==> config.mk <==
export PLATFORM = sky130hd
export DESIGN_NAME = digitizer_event_stream_deframer_unit_flat
export DESIGN_NICKNAME = d
export VERILOG_FILES = /design/src/rtl/desd_pkg.sv /design/src/rtl/desd_ifs.sv /design/src/rtl/desd_parser.sv /design/src/rtl/desd_result_buf.sv /design/src/rtl/digitizer_event_stream_deframer_unit.sv /design/src/flat_wrapper.sv
export VERILOG_INCLUDE_DIRS = /design/src /design/src/rtl
export SDC_FILE = /design/constraint.sdc
export NUM_CORES = 1
export LEC_CHECK = 0
export BUFFER_PORTS_ARGS = -buffer_cell sky130_fd_sc_hd__clkbuf_2
export CAP_MARGIN = 20
export CORE_ASPECT_RATIO = 2
export CORE_MARGIN = 3
export CORE_UTILIZATION = 44
export DETAILED_ROUTE_END_ITERATION = 8
export SLEW_MARGIN = 25
export SYNTH_ARGS = -nofsm -noshare
export SYNTH_HDL_FRONTEND = slang
export SYNTH_SLANG_ARGS = --single-unit
==> constraint.sdc <==
create_clock -name clk -period 18.7 [get_ports clk]
set_clock_uncertainty 0.2 [all_clocks]
set_input_delay 1.87 -clock clk [delete_from_list [all_inputs] [get_ports clk]]
set_output_delay 1.87 -clock clk [all_outputs]
set_load 0.02 [all_outputs]
==> src/rtl/assert_macros.svh <==
// Assertion macros shared by the deframer RTL.
`ifndef ASSERT_MACROS_SVH
`define ASSERT_MACROS_SVH

`ifndef SYNTHESIS

// Same-cycle implication.
`define DESD_ASSERT_IMP(lbl, clk, rst, ante, cons) \
  lbl: assert property (@(posedge clk) disable iff (rst) (ante) |-> (cons)) \
    else $error("same-cycle check failed");

// Next-cycle implication.
`define DESD_ASSERT_NXT(lbl, clk, rst, ante, cons) \
  lbl: assert property (@(posedge clk) disable iff (rst) (ante) |=> (cons)) \
    else $error("next-cycle check failed");

`else

`define DESD_ASSERT_IMP(lbl, clk, rst, ante, cons)
`define DESD_ASSERT_NXT(lbl, clk, rst, ante, cons)

`endif

`endif

==> src/rtl/desd_pkg.sv <==
// Types and constants of the digitizer event stream deframer.
`default_nettype none

package desd_pkg;

  localparam int NUM_CHANNELS = 8;
  localparam int CH_W = (NUM_CHANNELS > 1) ? $clog2(NUM_CHANNELS) : 1;

  localparam logic [15:0] FINE_MASK = 16'h03ff;
  localparam logic [15:0] PROBE_BIT = 16'h8000;
  localparam logic [15:0] SEL_EXTENDED = 16'd2;

  // result kinds
  localparam logic [2:0] KIND_SUMMARY   = 3'd0;
  localparam logic [2:0] KIND_WAVE      = 3'd1;
  localparam logic [2:0] KIND_PROBE     = 3'd2;
  localparam logic [2:0] KIND_END       = 3'd3;
  localparam logic [2:0] KIND_MALFORMED = 3'd4;

  // event types
  localparam logic [1:0] EK_UNKNOWN = 2'd0;
  localparam logic [1:0] EK_DPP     = 2'd1;
  localparam logic [1:0] EK_WAVE    = 2'd2;

  typedef enum logic [20:0] {
    PH_H0    = 21'd1,
    PH_H1    = 21'd2,
    PH_H2    = 21'd4,
    PH_H3    = 21'd8,
    PH_H4    = 21'd16,
    PH_H5    = 21'd32,
    PH_H6    = 21'd64,
    PH_H7    = 21'd128,
    PH_SEL   = 21'd256,
    PH_XLO   = 21'd512,
    PH_XHI   = 21'd1024,
    PH_SQ    = 21'd2048,
    PH_LQ    = 21'd4096,
    PH_PU    = 21'd8192,
    PH_PROBE = 21'd16384,
    PH_NLO   = 21'd32768,
    PH_NHI   = 21'd65536,
    PH_SAMP  = 21'd131072,
    PH_PNLO  = 21'd262144,
    PH_PNHI  = 21'd524288,
    PH_PSAMP = 21'd1048576
  } phase_t;

  typedef struct packed {
    logic [2:0]  kind;
    logic [2:0]  channel;
    logic [1:0]  event_kind;
    logic [31:0] macro_number;
    logic [31:0] event_number;
    logic [31:0] coarse_time;
    logic [15:0] extended_time;
    logic [9:0]  fine_time;
    logic [15:0] short_charge;
    logic [15:0] long_charge;
    logic [15:0] sample_value;
    logic        last;
  } rec_t;

endpackage

`default_nettype wire

==> src/rtl/desd_ifs.sv <==
// Stream interfaces of the deframer: input words and result records.
`default_nettype none

interface desd_in_if;
  logic        valid;
  logic        ready;
  logic [15:0] stream_word;

  modport source (output valid, output stream_word, input ready);
  modport sink (input valid, input stream_word, output ready);
endinterface

interface desd_out_if;
  logic        valid;
  logic        ready;
  logic [2:0]  kind;
  logic [2:0]  channel;
  logic [1:0]  event_kind;
  logic [31:0] macro_number;
  logic [31:0] event_number;
  logic [31:0] coarse_time;
  logic [15:0] extended_time;
  logic [9:0]  fine_time;
  logic [15:0] short_charge;
  logic [15:0] long_charge;
  logic [15:0] sample_value;
  logic        last;

  modport source (
    output valid, input ready,
    output kind, output channel, output event_kind, output macro_number,
    output event_number, output coarse_time, output extended_time, output fine_time,
    output short_charge, output long_charge, output sample_value, output last
  );
  modport sink (
    input valid, output ready,
    input kind, input channel, input event_kind, input macro_number,
    input event_number, input coarse_time, input extended_time, input fine_time,
    input short_charge, input long_charge, input sample_value, input last
  );
endinterface

`default_nettype wire

==> src/rtl/desd_parser.sv <==
// Word-by-word event parser: phase register, field capture, counters, result record.
`default_nettype none
`include "assert_macros.svh"

module desd_parser import desd_pkg::*; (
  input  logic        clk,
  input  logic        rst,
  input  logic        step,
  input  logic [15:0] word,
  output logic        res_valid,
  output rec_t        res
);

  phase_t            phase, phase_next;
  logic [15:0]       low_half, low_half_next;
  logic [15:0]       samples_left, samples_left_next;
  logic              probe_flag, probe_flag_next;
  logic [15:0]       select_code, select_code_next;
  logic [2:0]        current_channel, current_channel_next;
  logic [1:0]        current_kind, current_kind_next;
  logic [31:0]       held_time, held_time_next;
  logic [15:0]       held_extended, held_extended_next;
  logic [9:0]        held_fine, held_fine_next;
  logic [15:0]       held_short, held_short_next;
  logic [15:0]       held_long, held_long_next;
  logic [31:0]       macro_counter, macro_counter_next;
  logic              chan_valid, chan_valid_next;
  logic [CH_W-1:0]   chan_index, chan_index_next;
  logic [31:0]       counters [NUM_CHANNELS];

  logic              finish;
  logic              emit;
  logic [2:0]        res_kind;
  logic [15:0]       res_sample;
  logic              res_last;
  logic [15:0]       dec_left;

  assign dec_left = samples_left - 16'd1;

  always_comb begin
    phase_next           = phase;
    low_half_next        = low_half;
    samples_left_next    = samples_left;
    probe_flag_next      = probe_flag;
    select_code_next     = select_code;
    current_channel_next = current_channel;
    current_kind_next    = current_kind;
    held_time_next       = held_time;
    held_extended_next   = held_extended;
    held_fine_next       = held_fine;
    held_short_next      = held_short;
    held_long_next       = held_long;
    macro_counter_next   = macro_counter;
    chan_valid_next      = chan_valid;
    chan_index_next      = chan_index;
    finish               = 1'b0;
    emit                 = 1'b0;
    res_kind             = KIND_SUMMARY;
    res_sample           = 16'd0;
    res_last             = 1'b0;

    case (phase)
      PH_H1: begin
        low_half_next = word;
        phase_next    = PH_H2;
      end
      PH_H2: begin
        low_half_next = word;
        phase_next    = PH_H3;
      end
      PH_H3: begin
        if (word == 16'd0 && (low_half == 16'(EK_DPP) || low_half == 16'(EK_WAVE))) begin
          current_kind_next = low_half[1:0];
        end else begin
          current_kind_next = EK_UNKNOWN;
        end
        phase_next = PH_H4;
      end
      PH_H4: begin
        low_half_next = word;
        phase_next    = PH_H5;
      end
      PH_H5: begin
        current_channel_next = low_half[2:0];
        chan_valid_next      = (word == 16'd0) && (low_half < 16'(NUM_CHANNELS));
        chan_index_next      = chan_valid_next ? low_half[CH_W-1:0] : '0;
        if (word == 16'd0 && low_half == 16'd0) begin
          macro_counter_next = macro_counter + 32'd1;
        end
        phase_next = PH_H6;
      end
      PH_H6: begin
        low_half_next = word;
        phase_next    = PH_H7;
      end
      PH_H7: begin
        held_time_next  = {word[14:0], low_half, 1'b0};
        probe_flag_next = 1'b0;
        if (current_kind == EK_UNKNOWN || !chan_valid) begin
          emit     = 1'b1;
          res_kind = KIND_MALFORMED;
          res_last = 1'b1;
          finish   = 1'b1;
        end else begin
          phase_next = (current_kind == EK_DPP) ? PH_SEL : PH_NLO;
        end
      end
      PH_SEL: begin
        select_code_next = word;
        phase_next       = PH_XLO;
      end
      PH_XLO: begin
        low_half_next = word;
        phase_next    = PH_XHI;
      end
      PH_XHI: begin
        if (select_code == SEL_EXTENDED) begin
          held_extended_next = word;
          held_fine_next     = low_half[9:0] & FINE_MASK[9:0];
        end
        phase_next = PH_SQ;
      end
      PH_SQ: begin
        held_short_next = word;
        phase_next      = PH_LQ;
      end
      PH_LQ: begin
        held_long_next = word;
        phase_next     = PH_PU;
      end
      PH_PU: begin
        phase_next = PH_PROBE;
      end
      PH_PROBE: begin
        probe_flag_next = (word & PROBE_BIT) != 16'd0;
        phase_next      = PH_NLO;
      end
      PH_NLO: begin
        low_half_next = word;
        phase_next    = PH_NHI;
      end
      PH_NHI: begin
        samples_left_next = low_half;
        emit              = 1'b1;
        res_kind          = KIND_SUMMARY;
        res_last          = (low_half == 16'd0) && !probe_flag;
        if (res_last) begin
          finish = 1'b1;
        end else begin
          phase_next = (low_half == 16'd0) ? PH_PNLO : PH_SAMP;
        end
      end
      PH_SAMP: begin
        samples_left_next = dec_left;
        emit              = 1'b1;
        res_kind          = KIND_WAVE;
        res_sample        = word;
        res_last          = (dec_left == 16'd0) && !probe_flag;
        if (res_last) begin
          finish = 1'b1;
        end else if (dec_left == 16'd0) begin
          phase_next = PH_PNLO;
        end
      end
      PH_PNLO: begin
        low_half_next = word;
        phase_next    = PH_PNHI;
      end
      PH_PNHI: begin
        samples_left_next = low_half;
        if (low_half == 16'd0) begin
          emit     = 1'b1;
          res_kind = KIND_END;
          res_last = 1'b1;
          finish   = 1'b1;
        end else begin
          phase_next = PH_PSAMP;
        end
      end
      PH_PSAMP: begin
        samples_left_next = dec_left;
        emit              = 1'b1;
        res_kind          = KIND_PROBE;
        res_sample        = word;
        res_last          = (dec_left == 16'd0);
        finish            = res_last;
      end
      default: begin
        // first header word, also recovers from any stray phase code
        low_half_next = word;
        phase_next    = PH_H1;
      end
    endcase

    if (finish) begin
      phase_next = PH_H0;
    end
  end

  always_comb begin
    res.kind          = res_kind;
    res.channel       = current_channel_next;
    res.event_kind    = current_kind_next;
    res.macro_number  = macro_counter_next;
    res.event_number  = chan_valid ? counters[chan_index] : 32'd0;
    res.coarse_time   = held_time_next;
    res.extended_time = held_extended_next;
    res.fine_time     = held_fine_next;
    res.short_charge  = held_short_next;
    res.long_charge   = held_long_next;
    res.sample_value  = res_sample;
    res.last          = res_last;
  end

  assign res_valid = step && emit;

  always_ff @(posedge clk) begin
    if (rst) begin
      phase           <= PH_H0;
      low_half        <= '0;
      samples_left    <= '0;
      probe_flag      <= 1'b0;
      select_code     <= '0;
      current_channel <= '0;
      current_kind    <= EK_UNKNOWN;
      held_time       <= '0;
      held_extended   <= '0;
      held_fine       <= '0;
      held_short      <= '0;
      held_long       <= '0;
      macro_counter   <= '1;
      chan_valid      <= 1'b0;
      chan_index      <= '0;
      for (int i = 0; i < NUM_CHANNELS; i++) begin
        counters[i] <= '0;
      end
    end else if (step) begin
      phase           <= phase_next;
      low_half        <= low_half_next;
      samples_left    <= samples_left_next;
      probe_flag      <= probe_flag_next;
      select_code     <= select_code_next;
      current_channel <= current_channel_next;
      current_kind    <= current_kind_next;
      held_time       <= held_time_next;
      held_extended   <= held_extended_next;
      held_fine       <= held_fine_next;
      held_short      <= held_short_next;
      held_long       <= held_long_next;
      macro_counter   <= macro_counter_next;
      chan_valid      <= chan_valid_next;
      chan_index      <= chan_index_next;
      if (finish && chan_valid) begin
        counters[chan_index] <= counters[chan_index] + 32'd1;
      end
    end
  end

  // an event's last transaction always returns the parser to the header
  `DESD_ASSERT_NXT(a_last_to_header, clk, rst, res_valid && res.last, phase == PH_H0)
  // bad channel never reports a per-channel count
  `DESD_ASSERT_IMP(a_bad_chan_zero, clk, rst, res_valid && !chan_valid,
                   res.event_number == 32'd0)

endmodule

`default_nettype wire

==> src/rtl/desd_result_buf.sv <==
// Two-entry result buffer: output register plus skid register.
`default_nettype none
`include "assert_macros.svh"

module desd_result_buf import desd_pkg::*; (
  input  logic clk,
  input  logic rst,
  input  logic push,
  input  rec_t push_rec,
  output logic space,
  output logic out_valid,
  input  logic out_ready,
  output rec_t out_rec
);

  logic main_valid;
  logic skid_valid;
  rec_t main_rec;
  rec_t skid_rec;
  logic pop;

  assign pop       = main_valid && out_ready;
  assign space     = !skid_valid;
  assign out_valid = main_valid;
  assign out_rec   = main_rec;

  always_ff @(posedge clk) begin
    if (rst) begin
      main_valid <= 1'b0;
      skid_valid <= 1'b0;
    end else begin
      if (pop) begin
        if (skid_valid) begin
          main_valid <= 1'b1;
          skid_valid <= 1'b0;
        end else begin
          main_valid <= push;
        end
      end else if (push) begin
        if (!main_valid) begin
          main_valid <= 1'b1;
        end else begin
          skid_valid <= 1'b1;
        end
      end
    end
  end

  always_ff @(posedge clk) begin
    if (pop) begin
      main_rec <= skid_valid ? skid_rec : push_rec;
    end else if (push && !main_valid) begin
      main_rec <= push_rec;
    end
    if (push && main_valid && !pop) begin
      skid_rec <= push_rec;
    end
  end

  `DESD_ASSERT_IMP(a_skid_behind_main, clk, rst, skid_valid, main_valid)
  `DESD_ASSERT_NXT(a_stall_fills_skid, clk, rst, push && main_valid && !pop, skid_valid)
  `DESD_ASSERT_NXT(a_skid_drains, clk, rst, pop && skid_valid, main_valid && !skid_valid)

endmodule

`default_nettype wire

==> src/rtl/digitizer_event_stream_deframer_unit.sv <==
// Top level of the digitizer event stream deframer.
`default_nettype none

// Takes one 16-bit stream word per cycle while ready is high and splits the
// stream into digitizer events (8-word header, then a DPP or waveform body).
// Each accepted word is parsed in the cycle it is taken and its result, if
// any, goes to the output register, or to the skid register while the output
// register is stalled. A two-entry result buffer (output plus skid register)
// lets one more result in while a result is stalled; ready drops only when
// both entries are full, and ready never depends combinationally on the
// result side. No clearing pass is needed after reset.
module digitizer_event_stream_deframer_unit import desd_pkg::*; (
  input logic        clk,
  input logic        rst,
  desd_in_if.sink    stream,
  desd_out_if.source result
);

  logic step;
  logic res_valid;
  rec_t res;
  logic space;
  rec_t out_rec;

  assign stream.ready = space;
  assign step         = stream.valid && space;

  desd_parser u_parser (
    .clk       (clk),
    .rst       (rst),
    .step      (step),
    .word      (stream.stream_word),
    .res_valid (res_valid),
    .res       (res)
  );

  desd_result_buf u_buf (
    .clk       (clk),
    .rst       (rst),
    .push      (res_valid),
    .push_rec  (res),
    .space     (space),
    .out_valid (result.valid),
    .out_ready (result.ready),
    .out_rec   (out_rec)
  );

  assign result.kind          = out_rec.kind;
  assign result.channel       = out_rec.channel;
  assign result.event_kind    = out_rec.event_kind;
  assign result.macro_number  = out_rec.macro_number;
  assign result.event_number  = out_rec.event_number;
  assign result.coarse_time   = out_rec.coarse_time;
  assign result.extended_time = out_rec.extended_time;
  assign result.fine_time     = out_rec.fine_time;
  assign result.short_charge  = out_rec.short_charge;
  assign result.long_charge   = out_rec.long_charge;
  assign result.sample_value  = out_rec.sample_value;
  assign result.last          = out_rec.last;

endmodule

`default_nettype wire
==> src/flat_wrapper.sv <==
// flat-port wrapper written by rule: the top's interface ports become plain ports
module digitizer_event_stream_deframer_unit_flat import desd_pkg::*;
  (clk, rst, stream_valid, stream_stream_word, stream_ready, result_valid, result_ready, result_kind, result_channel, result_event_kind, result_macro_number, result_event_number, result_coarse_time, result_extended_time, result_fine_time, result_short_charge, result_long_charge, result_sample_value, result_last);
  desd_in_if stream_i ();
  desd_out_if result_i ();
  input logic clk;
  input logic rst;
  input wire logic [$bits(stream_i.valid)-1:0] stream_valid;
  input wire logic [$bits(stream_i.stream_word)-1:0] stream_stream_word;
  output wire logic [$bits(stream_i.ready)-1:0] stream_ready;
  output wire logic [$bits(result_i.valid)-1:0] result_valid;
  input wire logic [$bits(result_i.ready)-1:0] result_ready;
  output wire logic [$bits(result_i.kind)-1:0] result_kind;
  output wire logic [$bits(result_i.channel)-1:0] result_channel;
  output wire logic [$bits(result_i.event_kind)-1:0] result_event_kind;
  output wire logic [$bits(result_i.macro_number)-1:0] result_macro_number;
  output wire logic [$bits(result_i.event_number)-1:0] result_event_number;
  output wire logic [$bits(result_i.coarse_time)-1:0] result_coarse_time;
  output wire logic [$bits(result_i.extended_time)-1:0] result_extended_time;
  output wire logic [$bits(result_i.fine_time)-1:0] result_fine_time;
  output wire logic [$bits(result_i.short_charge)-1:0] result_short_charge;
  output wire logic [$bits(result_i.long_charge)-1:0] result_long_charge;
  output wire logic [$bits(result_i.sample_value)-1:0] result_sample_value;
  output wire logic [$bits(result_i.last)-1:0] result_last;
  assign stream_i.valid = stream_valid;
  assign stream_i.stream_word = stream_stream_word;
  assign stream_ready = stream_i.ready;
  assign result_valid = result_i.valid;
  assign result_i.ready = result_ready;
  assign result_kind = result_i.kind;
  assign result_channel = result_i.channel;
  assign result_event_kind = result_i.event_kind;
  assign result_macro_number = result_i.macro_number;
  assign result_event_number = result_i.event_number;
  assign result_coarse_time = result_i.coarse_time;
  assign result_extended_time = result_i.extended_time;
  assign result_fine_time = result_i.fine_time;
  assign result_short_charge = result_i.short_charge;
  assign result_long_charge = result_i.long_charge;
  assign result_sample_value = result_i.sample_value;
  assign result_last = result_i.last;
  digitizer_event_stream_deframer_unit u_core (.clk(clk), .rst(rst), .stream(stream_i), .result(result_i));
endmodule
* Yosys cells after proc, flatten, opt, wreduce, memory -nomap -nowiden
Memory sizes are Yosys's and may differ from the RTL's. A register that Yosys moved wholly into a read port is not among the register bits.
Cells that the tools add are included.
W data, S select, Z words.
** Storage, ports and cells
- Memories kept :: 1
- RAM bits :: 256
- Output and inout port bits :: 181
- Register bits :: 561
** Operators by class
- Reduce and logical (&&, ||, !) cells :: 40
- Equal/unequal tests :: 30
- $add $sub $neg :: 3
- Bitwise operators :: 1
- Order comparisons :: 1
- Mux-type cells :: 53
** Memory list
- u_core.u_parser.counters :: words 8, bits a word 32, rd ports 1, clocked after memory_dff 1, wr ports 8, RTL line desd_parser.sv:29 : logic [31:0] counters [NUM_CHANNELS];
** Operators with widths (count)
- $mux W179 :: 3
- $pmux W21 S20 :: 1
- $mux W32 :: 5
- $mux W21 :: 6
- $mux W16 :: 6
- $add A32 B1 Y32 const B :: 2
- $logic_not A16 Y1 :: 3
- $eq A16 B2 Y1 const B :: 2
- $pmux W16 S2 :: 1
- $reduce_or A32 Y1 :: 1
- $eq A21 B10 Y1 const B :: 1
- $eq A21 B11 Y1 const B :: 1
- $eq A21 B12 Y1 const B :: 1
- $eq A21 B13 Y1 const B :: 1
- $eq A21 B14 Y1 const B :: 1
- $eq A21 B15 Y1 const B :: 1
- $eq A21 B16 Y1 const B :: 1
- $eq A21 B17 Y1 const B :: 1
- $eq A21 B18 Y1 const B :: 1
- $eq A21 B19 Y1 const B :: 1
- $eq A21 B2 Y1 const B :: 1
- $eq A21 B20 Y1 const B :: 1
- $eq A21 B21 Y1 const B :: 1
- $eq A21 B3 Y1 const B :: 1
- 32 further kinds :: 84

* Longest topological paths before layout
- Word-level depth :: 12
- Mapped depth :: 12

* By module
From an unflattened synthesis, not the netlist that was laid out.
** Second synthesis, totals
- Cells, all modules :: 2675
- Area total of the unflattened synthesis :: 35649.2 sq um
** Modules (own cells, without submodules)
- desd_parser :: seq. area each 11771.3 sq um, area each 22607.9 sq um, instances 1, cells each 2107
- desd_result_buf :: seq. area each 10790.3 sq um, area each 13035.0 sq um, instances 1, cells each 567
- digitizer_event_stream_deframer_unit :: seq. area each 0.0 sq um, area each 6.3 sq um, instances 1, cells each 1

* Worst setup path before layout
No wires, ideal clock.
- Path type :: input to register
- Start :: in stream_valid
- End :: reg u_core.u_buf.main_rec, in the netlist u_core.u_buf.out_rec[0] (enable)
- Cell stages on the path :: 6
- Arrival time :: 15.447 ns
- Slack :: 2.088 ns
- Path through :: nor2b_1 > clkbuf_1 > clkbuf_1 > clkbuf_1 > nand2_1 > o21ai_0
** Between the ends
- Cells in the longest elaborated chain, start to end :: 4
** RTL lines
- start, declared :: RTL line flat_wrapper.sv:8 : input wire logic [$bits(stream_i.valid)-1:0] stream_valid;
- $logic_and A1 B1 Y1 :: RTL line digitizer_event_stream_deframer_unit.sv:26 : assign step = stream.valid && space;
- $logic_and A1 B1 Y1 :: RTL line desd_parser.sv:215 : assign res_valid = step && emit;
- $logic_and A1 B1 Y1 :: RTL line desd_result_buf.sv:52 : end else if (push && !main_valid) begin
- $reduce_bool A2 Y1 (no line)
- end signal, assigned :: RTL line desd_result_buf.sv:51 : main_rec <= skid_valid ? skid_rec : push_rec;
- end signal, assigned :: RTL line desd_result_buf.sv:53 : main_rec <= push_rec;
- end, declared :: RTL line desd_result_buf.sv:18 : rec_t main_rec;
No other way between the ends.
A chain may end at the register's enable or synchronous reset.

==> metrics.yaml <==
hold_class: "reg2reg"
floorplan.initialDensity: 0.446
buffers_and_inverters_on_the_worst_path: 1
cts_sinks: 820
setup.worst_path.start_class: "flip-flop"
final_cells: 4162
ys_seq_area_frac: 0.635
crit_family: "simple AND/OR/NAND/NOR gates"
ctsHtreeMaxLevel: 3
buffer_cell_driving_the_clock_tree_root: "clkbuf_16"
synth_largest_area_cell: "edfxtp_1"
place_congestion: 0.940
fin_crit_ns: 5.29
timing_worst_setup_path_type: "reg2reg"
drt-initial-drc-count: 1603
finalNetCount: 3092
grt_start_max_net_pins: 90
placementRows: 146
cts.reportedPaths.clkPinSlew_ns: 0.07
net_count_after_synthesis: 2974
postSynth.topFlopCell: "edfxtp_1"
rsz0062_at_grt: "no"
finish.instance_area_um2: 39700
warnings_from_yosys: 0
critPathMaxFanout: 33
grt_first_pass_wirelength_um: 148000
area.growth.synth_to_final_pct: 11.8
drtPass1Iterations: 7
wire_length_per_cell_um: 23.5
avgSynthCellArea_um2: 12.1
slew_headroom: 0.278
setup_total_negative_slack_ns: 0
cp_cell_sequence: "inv_1, ha_1, or3b_2, nor3_1, xnor2_1, nand4_1, o31ai_4, nand3_2, nand2_2"
cts_setup_buffers: 0
grt_util_met1: 0.250
count_of_buffers_inserted_at_the_top_level_ports: 200
critical-path-max-stage-delay_ns: 1.17
design.die.area_um2: 84400
cp_data_arrival_time_ns: 5.33
first_global_vias: 24088
design.portCount: 201
worstMarginPinSlew_ns: 1.08
synth.distinct_cells: 80
number_of_enable_type_register_cells_in_the_synthesized_netlist: 614
p_leak_nw: 14.1
syn_area_um2: 35500
final_common_cell: "edfxtp_1"
insertion_delay_ns: 0.63
hold_ws_ns: 0.252
layout.cells.most_common_list: "614 x edfxtp_1, 501 x nor2_1, 303 x nand2_1"
post_synth_main_area_contributors: "edfxtp_1 52%, dfxtp_1 12%, nor2_1 5.3%"
grt_util_all_layers: 0.232
critical-path-slowest-cell: "nand2_2"
post_dp_area_um2: 37400
core-area_um2: 79600
die_x_um: 207
final-hold-violation-count: 0
setup_viol: 0
placed_cell_count: 4029
grt_antenna_before_repair: 1
cts_resized: 0
cts_made_buffers: 73
synth_top_cell_area_share: 0.519
layout.core_utilization: 0.499
critical_path_required_ns: 18.74
synthCells: 2950
clock_path_buffers: 3
ir_drop_uv: 69.2
timing.critical_path.to_type: "flip-flop"
route.vias.total: 23426
remaining_drc_errors: 0
dieHeight_um: 408
gr-usage-met3: 0.0371
slew_viol_final: 0
clock_tree_from_tritoncts: "done"
run_status: "finished, final reports clean"
wl_um: 97800
postCtsHoldBufs: 0
met2_usage: 0.434
final_min_period_over_clock_period: 0.283
cap_viol_max_count: 0
drtAntennaViolNets: 0
fmax_ghz: 0.189
globalRoute.totalOverflow: 0
cellPowerDensity_nw_per_um2: 91.4
post_synthesis_sequential_element_count: 820
final_layout_size_suffix_gt1_frac: 0.184
via_per_inst: 5.63
final_hpwl_from_detailed_placement_um: 64600
gr-max-usage-layer: "met2"
async_reset_ff_frac: 0
stage by stage:
step | power [mW] | worst slack (ns)
2_1_floorplan | 2.12 | 2.09
3_3_place_gp | 2.16 | 13.05
3_5_place_dp | 2.17 | 13.00
4_1_cts | 3.67 | 13.03
5_1_grt | 3.75 | 13.12
6_report | 3.63 | 13.41
power by group:
part	switching, mW	total, mW	internal [mW]
clock network	0.671	1.51	0.837
logic	0.0919	0.128	0.0366
registers	0.0169	2.00	1.98
path summary, 6_finish.rpt:
| check | start | end | slack [ns] | cells past startpoint |
|---|---|---|---|---|
| worst min register to register | u_core.u_parser.current_channel[0] | u_core.u_parser.current_channel[0] | 0.25 | 2 |
| worst min-delay path | u_core.u_parser.current_channel[0] | u_core.u_parser.current_channel[0] | 0.25 | 2 |
| worst max register to register | u_core.u_parser.samples_left[0] | u_core.u_parser.counters[6][14] | 13.41 | 9 |
| worst max-delay path | u_core.u_parser.samples_left[0] | u_core.u_parser.counters[6][14] | 13.41 | 9 |
registers in the layout (all words and copies together) (netlist names), 2 cells and up, named ones only:
name / flops
u_core.u_parser.phase: 21
u_core.u_buf.skid_rec: 179
u_core.u_parser.macro_counter: 32
u_core.u_parser.held_fine: 10
u_core.u_buf.out_rec: 179
u_core.u_parser.held_time: 32
u_core.u_parser.held_short: 16
u_core.u_parser.chan_index: 3
u_core.u_parser.select_code: 16
u_core.u_parser.current_channel: 3
u_core.u_parser.counters: 256
u_core.u_parser.samples_left: 16
u_core.u_parser.low_half: 16
u_core.u_parser.held_extended: 16
u_core.u_parser.held_long: 16
u_core.u_parser.current_kind: 2
cell usage after synthesis, drive strengths merged (14+ instances only):
master / n
edfxtp: 614
nor2: 506
nand2: 313
dfxtp: 206
a21oi: 160
clkbuf: 132
mux2i: 92
mux2: 89
nand3: 76
inv: 74
buf: 66
mux4: 64
a211oi: 62
nor3: 55
o21ai: 52
xor2: 51
xnor2: 45
nor4: 40
a31oi: 36
nor2b: 32
and2: 26
nand4: 18
and3: 17
or3: 14
cell type report:
cell class	count	area, um^2
clock inverter	39	348
tap	1036	1300
sequential	820	22600
multi-input combinational	1858	11900
antenna	1	2.50
timing repair buffer	241	1320
clock buffer	93	1980
inverter	74	278
fill	7114	39900
cell families after synthesis:
family	after synthesis	synth area share
buffers and inverters	272	0.0338
muxes	245	0.0946
and+or+nand+nor	1158	0.150
DFF	820	0.635
xor gates and xnor gates	96	0.0243
adders and majority gates	4	0.00141
AOI/OAI and AO/OA	355	0.0612
per-layer routing:
layer / wire length (um) / up-vias
met5: 0 / -
met3: 5080 / 224
li1: - / 10812
met1: 34200 / 11625
met2: 53800 / 765
met4: 4810 / 0
worst min-delay path, cell delays in order (launching register included):
cell and delay [ns]:
dfxtp_1 0.31, nand2_1 0.05, a21oi_1 0.05
No activity file was read; power rests on OpenSTA's default activity.
